### config.mk
export PLATFORM = sky130hd
export DESIGN_NAME = laser_line_row_centroid_top
export DESIGN_NICKNAME = d
export VERILOG_FILES = /design/src/design/llrc_pkg.sv /design/src/design/llrc_front.sv /design/src/design/llrc_queue.sv /design/src/design/llrc_back.sv /design/src/design/laser_line_row_centroid_top.sv
export VERILOG_INCLUDE_DIRS = /design/src /design/src/design
export SDC_FILE = /design/constraint.sdc
export NUM_CORES = 1
export LEC_CHECK = 0
export BUFFER_PORTS_ARGS = -buffer_cell sky130_fd_sc_hd__buf_4
export CAP_MARGIN = 20
export CELL_PAD_IN_SITES_DETAIL_PLACEMENT = 1
export CELL_PAD_IN_SITES_GLOBAL_PLACEMENT = 2
export CORE_MARGIN = 3
export CORE_UTILIZATION = 40
export CTS_CLUSTER_DIAMETER = 150
export DETAILED_ROUTE_END_ITERATION = 10
export MAX_ROUTING_LAYER = met4
export PLACE_DENSITY_LB_ADDON = 0.1
export SLEW_MARGIN = 10
export SYNTH_ARGS = -nofsm -noshare
export SYNTH_HDL_FRONTEND = slang
export SYNTH_SLANG_ARGS = --single-unit
### constraint.sdc
create_clock -name clk -period 16.7 [get_ports clk]
set_input_delay 0.835 -clock clk [delete_from_list [all_inputs] [get_ports clk]]
set_output_delay 0.835 -clock clk [all_outputs]
set_load 0.02 [all_outputs]
### src/design/laser_line_row_centroid_top_macros.svh
// ---------------------------------------------------------------------------
// Laser line row centroid assertion macros
// Shared concurrent assertion forms used by the top level.
// ---------------------------------------------------------------------------
`ifndef LASER_LINE_ROW_CENTROID_TOP_MACROS_SVH
`define LASER_LINE_ROW_CENTROID_TOP_MACROS_SVH

`ifndef NO_ASSERTIONS

`define LLRC_ASSERT_IMP(lbl, clk, rst_n, ante, cons, msg) \
    lbl: assert property (@(posedge clk) disable iff (!rst_n) (ante) |-> (cons)) \
        else $error(msg);

`define LLRC_ASSERT_NXT(lbl, clk, rst_n, ante, cons, msg) \
    lbl: assert property (@(posedge clk) disable iff (!rst_n) (ante) |=> (cons)) \
        else $error(msg);

`else

`define LLRC_ASSERT_IMP(lbl, clk, rst_n, ante, cons, msg)

`define LLRC_ASSERT_NXT(lbl, clk, rst_n, ante, cons, msg)

`endif

`endif

### src/design/llrc_pkg.sv
`timescale 1ns / 1ps
`default_nettype none
// ---------------------------------------------------------------------------
// Laser line row centroid package
// Request types, run job type and shared constants.
// ---------------------------------------------------------------------------
package llrc_pkg;

    localparam int DEF_MAX_WIDTH  = 2048;
    localparam int DEF_MAX_HEIGHT = 2048;

    localparam int PIX_W     = 8;
    localparam int RUN_W     = 12;
    localparam int WSUM_W    = 31;
    localparam int ISUM_W    = 19;
    localparam int CENTER_W  = 15;
    localparam int ROW_IDX_W = 11;
    localparam int FRAC_W    = 4;

    localparam int QUEUE_DEPTH = 4;

    localparam logic [RUN_W-1:0] MIN_RUN_RESET = RUN_W'(3);

    typedef struct packed {
        logic [PIX_W-1:0] pixel_value;
        logic             in_mask;
        logic             row_end;
        logic             frame_start;
    } llrc_pixel_t;

    typedef struct packed {
        logic [CENTER_W-1:0]  center_x_q4;
        logic [ROW_IDX_W-1:0] row_index;
    } llrc_result_t;

    typedef struct packed {
        logic [WSUM_W-1:0]    wsum;
        logic [ISUM_W-1:0]    isum;
        logic [ROW_IDX_W-1:0] row;
    } llrc_job_t;

endpackage
`default_nettype wire

### src/design/llrc_front.sv
`timescale 1ns / 1ps
`default_nettype none
// ---------------------------------------------------------------------------
// Laser line row centroid front end
// Tracks column and row, accumulates masked runs, pushes qualifying runs to the job queue.
// ---------------------------------------------------------------------------
module llrc_front
    import llrc_pkg::*;
#(
    parameter int MAX_WIDTH  = DEF_MAX_WIDTH,
    parameter int MAX_HEIGHT = DEF_MAX_HEIGHT
)
(
    input  wire logic         clk,
    input  wire logic         rst_n,
    input  wire logic         take,
    input  wire llrc_pixel_t  pixel,
    input  wire logic         cfg_wr,
    input  wire logic [RUN_W-1:0] cfg_data,
    output logic              job_push,
    output llrc_job_t         job
);

    localparam int CW = $clog2(MAX_WIDTH);
    localparam int RW = $clog2(MAX_HEIGHT);
    localparam logic [CW-1:0] COL_LAST = CW'(MAX_WIDTH - 1);
    localparam logic [RW-1:0] ROW_LAST = RW'(MAX_HEIGHT - 1);

    logic [CW-1:0]     col_reg, col_next;
    logic [RW-1:0]     row_reg, row_next;
    logic [RUN_W-1:0]  len_reg, len_next;
    logic [WSUM_W-1:0] wsum_reg, wsum_next;
    logic [ISUM_W-1:0] isum_reg, isum_next;
    logic [RUN_W-1:0]  min_len_reg, min_len_next;

    logic [CW-1:0]     col_cur;
    logic [RW-1:0]     row_cur;
    logic [RUN_W-1:0]  len_cur, len_acc, len_cls;
    logic [WSUM_W-1:0] wsum_cur, wsum_acc, wsum_cls;
    logic [ISUM_W-1:0] isum_cur, isum_acc, isum_cls;
    logic [CW+PIX_W-1:0] prod;
    logic [WSUM_W:0]   wsum_sum;
    logic [ISUM_W:0]   isum_sum;
    logic              closing;

    always_comb
    begin
        col_cur  = pixel.frame_start ? '0 : col_reg;
        row_cur  = pixel.frame_start ? '0 : row_reg;
        len_cur  = pixel.frame_start ? '0 : len_reg;
        wsum_cur = pixel.frame_start ? '0 : wsum_reg;
        isum_cur = pixel.frame_start ? '0 : isum_reg;

        prod     = (CW+PIX_W)'(col_cur) * (CW+PIX_W)'(pixel.pixel_value);
        wsum_sum = {1'b0, wsum_cur} + (WSUM_W+1)'(prod);
        isum_sum = {1'b0, isum_cur} + (ISUM_W+1)'(pixel.pixel_value);
        len_acc  = (len_cur == '1) ? len_cur : len_cur + RUN_W'(1);
        wsum_acc = wsum_sum[WSUM_W] ? '1 : wsum_sum[WSUM_W-1:0];
        isum_acc = isum_sum[ISUM_W] ? '1 : isum_sum[ISUM_W-1:0];

        len_cls  = pixel.in_mask ? len_acc  : len_cur;
        wsum_cls = pixel.in_mask ? wsum_acc : wsum_cur;
        isum_cls = pixel.in_mask ? isum_acc : isum_cur;
        closing  = !pixel.in_mask || pixel.row_end;

        job_push = take && closing && (len_cls >= min_len_reg) && (isum_cls != '0);
        job.wsum = wsum_cls;
        job.isum = isum_cls;
        job.row  = ROW_IDX_W'(row_cur);

        col_next     = col_reg;
        row_next     = row_reg;
        len_next     = len_reg;
        wsum_next    = wsum_reg;
        isum_next    = isum_reg;
        min_len_next = cfg_wr ? cfg_data : min_len_reg;

        if (take)
        begin
            if (closing)
            begin
                len_next  = '0;
                wsum_next = '0;
                isum_next = '0;
            end
            else
            begin
                len_next  = len_acc;
                wsum_next = wsum_acc;
                isum_next = isum_acc;
            end
            if (pixel.row_end)
            begin
                col_next = '0;
                row_next = (row_cur == ROW_LAST) ? '0 : row_cur + RW'(1);
            end
            else
            begin
                col_next = (col_cur == COL_LAST) ? '0 : col_cur + CW'(1);
                row_next = row_cur;
            end
        end
    end

    always_ff @(posedge clk or negedge rst_n)
    begin
        if (!rst_n)
        begin
            col_reg     <= '0;
            row_reg     <= '0;
            len_reg     <= '0;
            wsum_reg    <= '0;
            isum_reg    <= '0;
            min_len_reg <= MIN_RUN_RESET;
        end
        else
        begin
            col_reg     <= col_next;
            row_reg     <= row_next;
            len_reg     <= len_next;
            wsum_reg    <= wsum_next;
            isum_reg    <= isum_next;
            min_len_reg <= min_len_next;
        end
    end

endmodule
`default_nettype wire

### src/design/llrc_queue.sv
`timescale 1ns / 1ps
`default_nettype none
// ---------------------------------------------------------------------------
// Laser line row centroid job queue
// Short register queue between the run accumulator and the divider.
// ---------------------------------------------------------------------------
module llrc_queue
    import llrc_pkg::*;
(
    input  wire logic      clk,
    input  wire logic      rst_n,
    input  wire logic      wr_en,
    input  wire llrc_job_t wr_data,
    input  wire logic      rd_en,
    output llrc_job_t      rd_data,
    output logic           is_full,
    output logic           is_empty
);

    localparam int PW = $clog2(QUEUE_DEPTH);
    localparam int NW = $clog2(QUEUE_DEPTH + 1);
    localparam logic [PW-1:0] PTR_LAST = PW'(QUEUE_DEPTH - 1);

    llrc_job_t       mem_reg [QUEUE_DEPTH];
    logic [PW-1:0]   wr_ptr_reg, wr_ptr_next;
    logic [PW-1:0]   rd_ptr_reg, rd_ptr_next;
    logic [NW-1:0]   cnt_reg, cnt_next;

    always_comb
    begin
        is_full     = (cnt_reg == NW'(QUEUE_DEPTH));
        is_empty    = (cnt_reg == '0);
        rd_data     = mem_reg[rd_ptr_reg];
        wr_ptr_next = wr_en ? ((wr_ptr_reg == PTR_LAST) ? '0 : wr_ptr_reg + PW'(1))
                            : wr_ptr_reg;
        rd_ptr_next = rd_en ? ((rd_ptr_reg == PTR_LAST) ? '0 : rd_ptr_reg + PW'(1))
                            : rd_ptr_reg;
        cnt_next    = cnt_reg;
        if (wr_en && !rd_en)
        begin
            cnt_next = cnt_reg + NW'(1);
        end
        else if (rd_en && !wr_en)
        begin
            cnt_next = cnt_reg - NW'(1);
        end
    end

    always_ff @(posedge clk)
    begin
        if (wr_en)
        begin
            mem_reg[wr_ptr_reg] <= wr_data;
        end
    end

    always_ff @(posedge clk or negedge rst_n)
    begin
        if (!rst_n)
        begin
            wr_ptr_reg <= '0;
            rd_ptr_reg <= '0;
            cnt_reg    <= '0;
        end
        else
        begin
            wr_ptr_reg <= wr_ptr_next;
            rd_ptr_reg <= rd_ptr_next;
            cnt_reg    <= cnt_next;
        end
    end

endmodule
`default_nettype wire

### src/design/llrc_back.sv
`timescale 1ns / 1ps
`default_nettype none
// ---------------------------------------------------------------------------
// Laser line row centroid back end
// Bit-serial divider for the weighted centre and the result register.
// ---------------------------------------------------------------------------
module llrc_back
    import llrc_pkg::*;
(
    input  wire logic      clk,
    input  wire logic      rst_n,
    input  wire logic      job_empty,
    input  wire llrc_job_t job,
    output logic           job_pop,
    input  wire logic      pop,
    output logic           empty,
    output llrc_result_t   result
);

    localparam int SW = $clog2(CENTER_W);

    typedef enum logic [1:0] {ST_IDLE, ST_DIV, ST_HOLD} state_t;

    state_t              state_reg, state_next;
    logic [ISUM_W-1:0]   rem_reg, rem_next;
    logic [ISUM_W-1:0]   div_reg, div_next;
    logic [CENTER_W-1:0] num_reg, num_next;
    logic [CENTER_W-1:0] quo_reg, quo_next;
    logic [ROW_IDX_W-1:0] row_reg, row_next;
    logic [SW-1:0]       cnt_reg, cnt_next;
    logic                out_valid_reg, out_valid_next;
    llrc_result_t        out_reg, out_next;

    logic [ISUM_W:0]     shifted;
    logic [ISUM_W+1:0]   diff;
    logic                fits;

    always_comb
    begin
        shifted = {rem_reg, num_reg[CENTER_W-1]};
        diff    = {1'b0, shifted} - {2'b00, div_reg};
        fits    = !diff[ISUM_W+1];

        state_next     = state_reg;
        rem_next       = rem_reg;
        div_next       = div_reg;
        num_next       = num_reg;
        quo_next       = quo_reg;
        row_next       = row_reg;
        cnt_next       = cnt_reg;
        out_next       = out_reg;
        out_valid_next = out_valid_reg && !pop;
        job_pop        = 1'b0;

        unique case (state_reg)
            ST_IDLE:
            begin
                if (!job_empty)
                begin
                    job_pop  = 1'b1;
                    div_next = job.isum;
                    row_next = job.row;
                    rem_next = ISUM_W'(job.wsum[WSUM_W-1:CENTER_W-FRAC_W]);
                    num_next = {job.wsum[CENTER_W-FRAC_W-1:0], FRAC_W'(0)};
                    cnt_next = SW'(CENTER_W - 1);
                    quo_next = '0;
                    if (job.wsum >= WSUM_W'({job.isum, (CENTER_W-FRAC_W)'(0)}))
                    begin
                        quo_next   = '1;
                        state_next = ST_HOLD;
                    end
                    else
                    begin
                        state_next = ST_DIV;
                    end
                end
            end
            ST_DIV:
            begin
                rem_next = fits ? diff[ISUM_W-1:0] : shifted[ISUM_W-1:0];
                num_next = {num_reg[CENTER_W-2:0], 1'b0};
                quo_next = {quo_reg[CENTER_W-2:0], fits};
                cnt_next = cnt_reg - SW'(1);
                if (cnt_reg == '0)
                begin
                    state_next = ST_HOLD;
                end
            end
            ST_HOLD:
            begin
                if (!out_valid_reg || pop)
                begin
                    out_next.center_x_q4 = quo_reg;
                    out_next.row_index   = row_reg;
                    out_valid_next       = 1'b1;
                    state_next           = ST_IDLE;
                end
            end
            default:
            begin
                state_next = ST_IDLE;
            end
        endcase
    end

    always_ff @(posedge clk or negedge rst_n)
    begin
        if (!rst_n)
        begin
            state_reg     <= ST_IDLE;
            rem_reg       <= '0;
            div_reg       <= '0;
            num_reg       <= '0;
            quo_reg       <= '0;
            row_reg       <= '0;
            cnt_reg       <= '0;
            out_valid_reg <= 1'b0;
            out_reg       <= '0;
        end
        else
        begin
            state_reg     <= state_next;
            rem_reg       <= rem_next;
            div_reg       <= div_next;
            num_reg       <= num_next;
            quo_reg       <= quo_next;
            row_reg       <= row_next;
            cnt_reg       <= cnt_next;
            out_valid_reg <= out_valid_next;
            out_reg       <= out_next;
        end
    end

    assign empty  = !out_valid_reg;
    assign result = out_reg;

endmodule
`default_nettype wire

### src/design/laser_line_row_centroid_top.sv
`timescale 1ns / 1ps
`default_nettype none
// Flow: a closing pixel is written into the four-entry job queue; the back end pops the job, divides it
//   bit-serially in ST_DIV (skipped when the centre clamps), then loads the result register in ST_HOLD.
// Throughput: one pixel per cycle while full is low; the divider takes one emitted run at a time,
//   so full rises when closed runs arrive faster than the divider and pop drain them.
// Reset: rst_n clears column, row and run sums, empties the queue, sets min_run_length to 3.
// ---------------------------------------------------------------------------
// Laser line row centroid top level
// Per-row laser run detection with intensity-weighted centre column.
// ---------------------------------------------------------------------------
`include "laser_line_row_centroid_top_macros.svh"

module laser_line_row_centroid_top
    import llrc_pkg::*;
#(
    parameter int MAX_WIDTH  = DEF_MAX_WIDTH,
    parameter int MAX_HEIGHT = DEF_MAX_HEIGHT
)
(
    input  wire logic             clk,
    input  wire logic             rst_n,
    input  wire logic             push,
    output logic                  full,
    input  wire llrc_pixel_t      pixel,
    output logic                  empty,
    input  wire logic             pop,
    output llrc_result_t          result,
    input  wire logic             cfg_valid,
    output logic                  cfg_ready,
    input  wire logic [RUN_W-1:0] cfg_data
);

    logic      take;
    logic      job_push;
    logic      job_pop;
    logic      job_full;
    logic      job_empty;
    llrc_job_t job_in;
    llrc_job_t job_out;

    assign full      = job_full;
    assign take      = push && !job_full;
    assign cfg_ready = 1'b1;

    llrc_front #(
        .MAX_WIDTH  (MAX_WIDTH),
        .MAX_HEIGHT (MAX_HEIGHT)
    ) u_front (
        .clk      (clk),
        .rst_n    (rst_n),
        .take     (take),
        .pixel    (pixel),
        .cfg_wr   (cfg_valid && cfg_ready),
        .cfg_data (cfg_data),
        .job_push (job_push),
        .job      (job_in)
    );

    llrc_queue u_queue (
        .clk      (clk),
        .rst_n    (rst_n),
        .wr_en    (job_push),
        .wr_data  (job_in),
        .rd_en    (job_pop),
        .rd_data  (job_out),
        .is_full  (job_full),
        .is_empty (job_empty)
    );

    llrc_back u_back (
        .clk       (clk),
        .rst_n     (rst_n),
        .job_empty (job_empty),
        .job       (job_out),
        .job_pop   (job_pop),
        .pop       (pop),
        .empty     (empty),
        .result    (result)
    );

    `LLRC_ASSERT_IMP(a_push_room, clk, rst_n, job_push, !job_full, "job pushed into full queue")
    `LLRC_ASSERT_IMP(a_pop_data, clk, rst_n, job_pop, !job_empty, "job popped from empty queue")
    `LLRC_ASSERT_IMP(a_full_nonempty, clk, rst_n, job_full, !job_empty, "queue full and empty")
    `LLRC_ASSERT_NXT(a_result_held, clk, rst_n, !empty && !pop, !empty, "result dropped")

endmodule
`default_nettype wire

## After elaboration in Yosys (flattened, before gate mapping)

Memories as Yosys holds them, arrays and structs flattened.
Cells that the tools add are included.

- Reduce and logical (&&, ||, !) cells: 26
- Muxes and demuxes: 43
- Equal/unequal tests: 11
- Bitwise operators: 1
- Magnitude comparators: 2
- $add $sub $neg: 11
- Multiply operators: 1

Operators by type and width:

| operator | count |
|---|---|
| 31-bit 2-to-1 mux | 4 |
| 19-bit 2-to-1 mux | 6 |
| 11-bit 2-to-1 mux | 6 |
| 15-bit one-hot mux with 2 select lines | 2 |
| 12-bit 2-to-1 mux | 4 |
| 15-bit 2-to-1 mux | 3 |
| 19-bit one-hot mux with 2 select lines | 1 |
| 31-bit by 19-bit adder with 32-bit output | 1 |
| 31-bit by 30-bit greater-or-equal comparator with 1-bit output | 1 |
| 11-bit by 1-bit adder with 11-bit output (second input constant) | 2 |
| 11-bit == test (second input constant) | 2 |
| 20-bit by 19-bit subtractor with 21-bit output | 1 |
| 19-bit by 8-bit adder with 20-bit output | 1 |
| 11-bit by 8-bit multiplier with 19-bit output | 1 |
| 19-bit nonzero test | 1 |
| 12-bit by 1-bit adder with 12-bit output (second input constant) | 1 |
| 12-bit == test (second input constant) | 1 |
| 12-bit greater-or-equal comparator | 1 |
| 2-bit 2-to-1 mux | 6 |
| 4-bit one-hot mux with 2 select lines | 1 |
| 1-bit logical AND | 7 |
| 1-bit logical NOT | 7 |
| 2-bit == test (second input constant) | 3 |
| 1-bit 2-to-1 mux | 6 |
| 19 further kinds | 26 |

- Word-level logic and storage cells: 115
- Output and inout port bits: 29
- Register bits after elaboration: 215
- Memories: 1
- Memory bits (writable): 244
- Bits of input ports: 28

Memories:

| name | depth | width | rd ports | clocked after Yosys merged registers in | wr ports | line | text |
|---|---|---|---|---|---|---|---|
| u_queue.mem_reg | 4 | 61 | 1 | 0 | 1 | llrc_queue.sv:24 | `llrc_job_t mem_reg [QUEUE_DEPTH];` |

## Longest topological paths before layout

- Depth after elaboration: 11
- Gate-level depth with buffers: 27
- Gate-level depth less buffers: 25

## Modules after synthesis

From an unflattened synthesis, not the netlist that was laid out.

- Cell total of the unflattened synthesis: 2283
- Area total of the unflattened synthesis: 25673.4 µm²

Modules (own cells, without submodules):

| module | sequential area each (µm²) | instances | area an instance (µm²) | cells each |
|---|---|---|---|---|
| llrc_front | 2404.8 | 1 | 10501.3 | 1309 |
| llrc_queue | 7502.2 | 1 | 9290.2 | 356 |
| llrc_back | 2702.6 | 1 | 5856.9 | 615 |
| laser_line_row_centroid_top | 0.0 | 1 | 25.0 | 3 |

## Worst setup path after synthesis

OpenSTA, ideal clock, no wires.

- Kind: in2reg
- Start: input port pixel[0] (netlist bit)
- End: memory u_queue.mem_reg[0][36] (netlist bit), data pin
- Stages: 23
- Slack: 9.876 ns
- Setup time: 0.291 ns
- Data arrival time: 6.533 ns
- Data required time: 16.409 ns
- Buffers on the path: 6
- Cell sequence: clkbuf_1 -> clkbuf_1 -> clkbuf_1 -> clkbuf_1 -> nor2b_1 -> and2_1 -> fa_1 -> fa_1 -> fa_1 -> inv_1 -> fa_1 -> inv_1 -> ha_1 -> a21o_1 -> a21oi_1 -> o22ai_1 -> or4b_1 -> a21oi_1 -> nor3b_1 -> clkbuf_1 -> buf_2 -> o21ai_0 -> o21ai_0

RTL lines:

| element | line | text |
|---|---|---|
| start: declaration | laser_line_row_centroid_top.sv:25 | `input wire llrc_pixel_t pixel,` |
| end: declaration | llrc_queue.sv:24 |  |

==> metrics.md <==
| Metric | Value |
|---|---|
| Drt first pass iters | `5` |
| Setup violators final | `0` |
| Worst R2R Setup Slack | `10.20 ns` |
| CTS Hold Bufs | `0` |
| Post-DP Area | `26700 µm²` |
| CTS tree | `done` |
| EDFF count, synth | `244` |
| Cell Count Post-Placement | `3102` |
| CP delay by family, top | `adder cells` |
| Starting Density | `40.8%` |
| Switching power total | `1510 µW` |
| Worst hold-check path type | `in2async` |
| Layout cell share with drive strength beyond 1 | `12.1%` |
| GRT Overall Usage | `21.5%` |
| Slew margin rel. | `21.9%` |
| WL/cell | `21.4 µm` |
| Nets | `2532` |
| Largest net degree at the start of global routing | `114` |
| Post-Layout Cell Count | `3196` |
| Synth Net Count | `2510` |
| Asr flop ratio synth | `46.4%` |
| Worst Tran Pin Value | `1.17 ns` |
| Maximum VDD drop | `88.2 µV` |
| Clk root buf | `clkbuf_16` |
| Port bufs | `55` |
| Pint | `2660 µW` |
| CP max-delay cell | `buf_4` |
| Die Ht | `258 µm` |
| DP HPWL | `48200 µm` |
| Critical R2R Capture | `u_queue.mem_reg[2][37]` |
| Final Cell Area | `28400 µm²` |
| Fin crit period | `6.82 ns` |
| Residual DRC count | `0` |
| CTS Sinks | `455` |
| CTS H-Tree Depth | `2` |
| Skew final | `0.0281 ns` |
| Gpl congestion | `0.850` |
| RSZ-0062 raised after global routing | `no` |
| DRT Wirelength | `68400 µm` |
| PD cells | `147 nW/µm²` |
| Worst path required time | `16.98 ns` |
| Crit-path cells | `buf_4 -> nor2b_1 -> and2_1 -> fa_1 -> fa_1 -> fa_1 -> inv_1 -> fa_1 -> inv_1 -> ha_1 -> a21o_1 -> a21oi_1 -> o22ai_1 -> or4b_1 -> a21oi_1 -> nor2_1 -> nand2_1 -> o21a_1 -> a21oi_1` |
| Sw Ratio | `36.3%` |
| Top_reg_cell synth | `edfxtp_1` |
| Critical path capture point type | `flip-flop` |
| Total core area | `62300 µm²` |
| Routed vias | `17500` |
| WP data arrival | `7.09 ns` |
| Launch point of the worst reg-to-reg path | `u_front.col_reg[8]` |
| Clock share of power | `27.2%` |
| Clk slew on worst S/H paths | `0.06 ns` |
| Comb power frac | `37.4%` |
| Mean area per synthesized cell | `11.1 µm²` |
| Final period util | `40.8%` |
| Global-route wire length before repair | `109000 µm` |
| Vias in the first global route | `18700` |
| Max Cap Viol | `0` |
| Synth area leaders | `edfxtp_1, dfrtp_1, fa_1` |
| CP Max Fanout | `57` |
| Most common cell in the netlist | `nand2_1` |
| # Post-CTS Setup Buffers | `0` |
| Clock tree buffer depth | `3` |
| Yosys reg bits | `455` |
| Final Hold Vio Count | `0` |
| Reg power frac | `35.4%` |
| Count of cells along the worst register-to-register path | `18` |
| TNS Setup | `0 ns` |
| Max incr delay on CP | `0.55 ns` |
| Overflow after GRT | `0` |
| ANT cells | `0` |
| Synth unique cells | `83` |
| Worst Path Buf+Inv | `3` |
| Critical Path Start Type | `input port` |
| Cells after Synth | `2296` |
| Die W | `258 µm` |
| Initial antenna violation count | `0` |
| Top-area cell type share of the netlist area | `28.8%` |
| Number of flip-flops in the largest register | `244` |
| Slew Limit Fails | `0` |
| Commonest cells in the synthesized netlist | `nand2_1, edfxtp_1, dfrtp_1` |
| Insertion delay to the later sink of the worst-skew pair | `0.62 ns` |
| Area growth, synth to finish | `11.8%` |
| Setup CP Type | `in2reg` |
| Status | `completed` |
| Routed Antenna Nets | `0` |
| Sequential area share after synthesis | `49.6%` |
| IO Pins | `57` |
| Vias/cell | `5.46` |
| Resized Gates After CTS | `0` |
| # rows | `91` |
| Synth warnings | `0` |
| Crit-path most repeated cell | `fa_1` |
| Cts bufs inserted | `51` |
| Largest area contributor in the netlist | `edfxtp_1` |
| Syn Std Cell Area | `25400 µm²` |
| Die Footprint | `66700 µm²` |
| Initial DRC Count | `955` |
| Leakage | `0.0119 µW` |
| Maximum clock frequency | `147 MHz` |
-- how the worst max path moves through the flow --
stage / startpoint / slack [ns] / cells after the start / to
after floorplan: pixel[0] / 9.88 / 23 / u_queue.mem_reg[0][36]
after global placement: pixel[0] / 9.39 / 20 / u_queue.mem_reg[0][56]
after detailed placement: pixel[0] / 9.25 / 20 / u_queue.mem_reg[0][56]
after CTS: pixel[0] / 9.89 / 20 / u_queue.mem_reg[0][56]
after global routing: pixel[0] / 9.41 / 21 / u_queue.mem_reg[3][54]
final: pixel[0] / 9.88 / 19 / u_queue.mem_reg[2][37]
-- final cells by class --
cell class,instances,area [µm²]
flip-flops and latches,455,12600
clock buffers,62,1360
repair buffers,84,638
well taps,837,1050
clock inverters,32,349
multi-input cells,1532,11700
inverters,194,728
fillers,6748,33900
-- cells in the final DEF, fill, tap and decap left out, drive strengths merged, types with 14 or more instances in the layout --
cell type / netlist / routed
inv: 193 / 195
mux2: 30 / 30
nor3: 37 / 37
nor4: 14 / 14
a31oi: 37 / 37
and3: 31 / 31
mux4: 61 / 61
a21o: 25 / 25
nand3: 37 / 37
a22o: 14 / 14
nor2: 108 / 108
a221o: 15 / 15
o21a: 14 / 14
ha: 112 / 112
and2: 65 / 65
nand2b: 19 / 19
dfrtp: 209 / 209
o21ai: 159 / 159
edfxtp: 244 / 244
clkbuf: 90 / 62
buf: 25 / 84
clkinv: 1 / 20
fa: 74 / 74
xnor2: 28 / 28
mux2i: 25 / 25
nand2: 293 / 293
xor2: 22 / 22
a21oi: 126 / 126
nor2b: 57 / 57
-- power groups by stage --
stage	clock, µW	sequential, µW	combinational [µW]
2_1_floorplan	0	1470	1120
3_3_place_gp	0	1500	1530
3_5_place_dp	0	1500	1570
4_1_cts	1170	1480	1580
5_1_grt	1220	1510	1750
6_report	1130	1480	1560
-- cells by family (layout without fill, tap and decap cells) --
kind of cell / Yosys count / in the layout / synth area share [%]
XOR/XNOR: 50 / 50 / 1.72
adder cells (fa/ha/maj): 186 / 186 / 11.3
buffers and inverters: 309 / 372 / 4.63
other: 1 / 1 / 0.0147
AND/OR/NAND/NOR: 704 / 704 / 13.3
flip-flops: 455 / 455 / 49.6
AO/OA/AOI/OAI: 475 / 475 / 11.7
multiplexers: 116 / 116 / 7.74
-- routing by layer --
layer | vias to the layer above | track usage (%) | part of all wire [%]
li1 | 8195 | - | -
met1 | 8885 | 29.3 | 47
met2 | 290 | 34.2 | 47
met3 | 90 | 2.59 | 3.4
met4 | 0 | 6.33 | 2.9
met5 | - | - | 0
-- stage by stage --
step | utilization, % | setup WS, ns | total power [µW] | hold WS, ns
floorplan | - | 9.88 | 2600 | 0.439
detailed placement | 42.9 | 9.25 | 3080 | 0.463
global placement | 42.9 | 9.39 | 3030 | 0.452
global route | 45.6 | 9.41 | 4480 | 0.320
finish | 45.6 | 9.88 | 4170 | 0.235
CTS | 45.6 | 9.89 | 4240 | 0.309
Note: power is estimated with default switching activity, not from simulation.
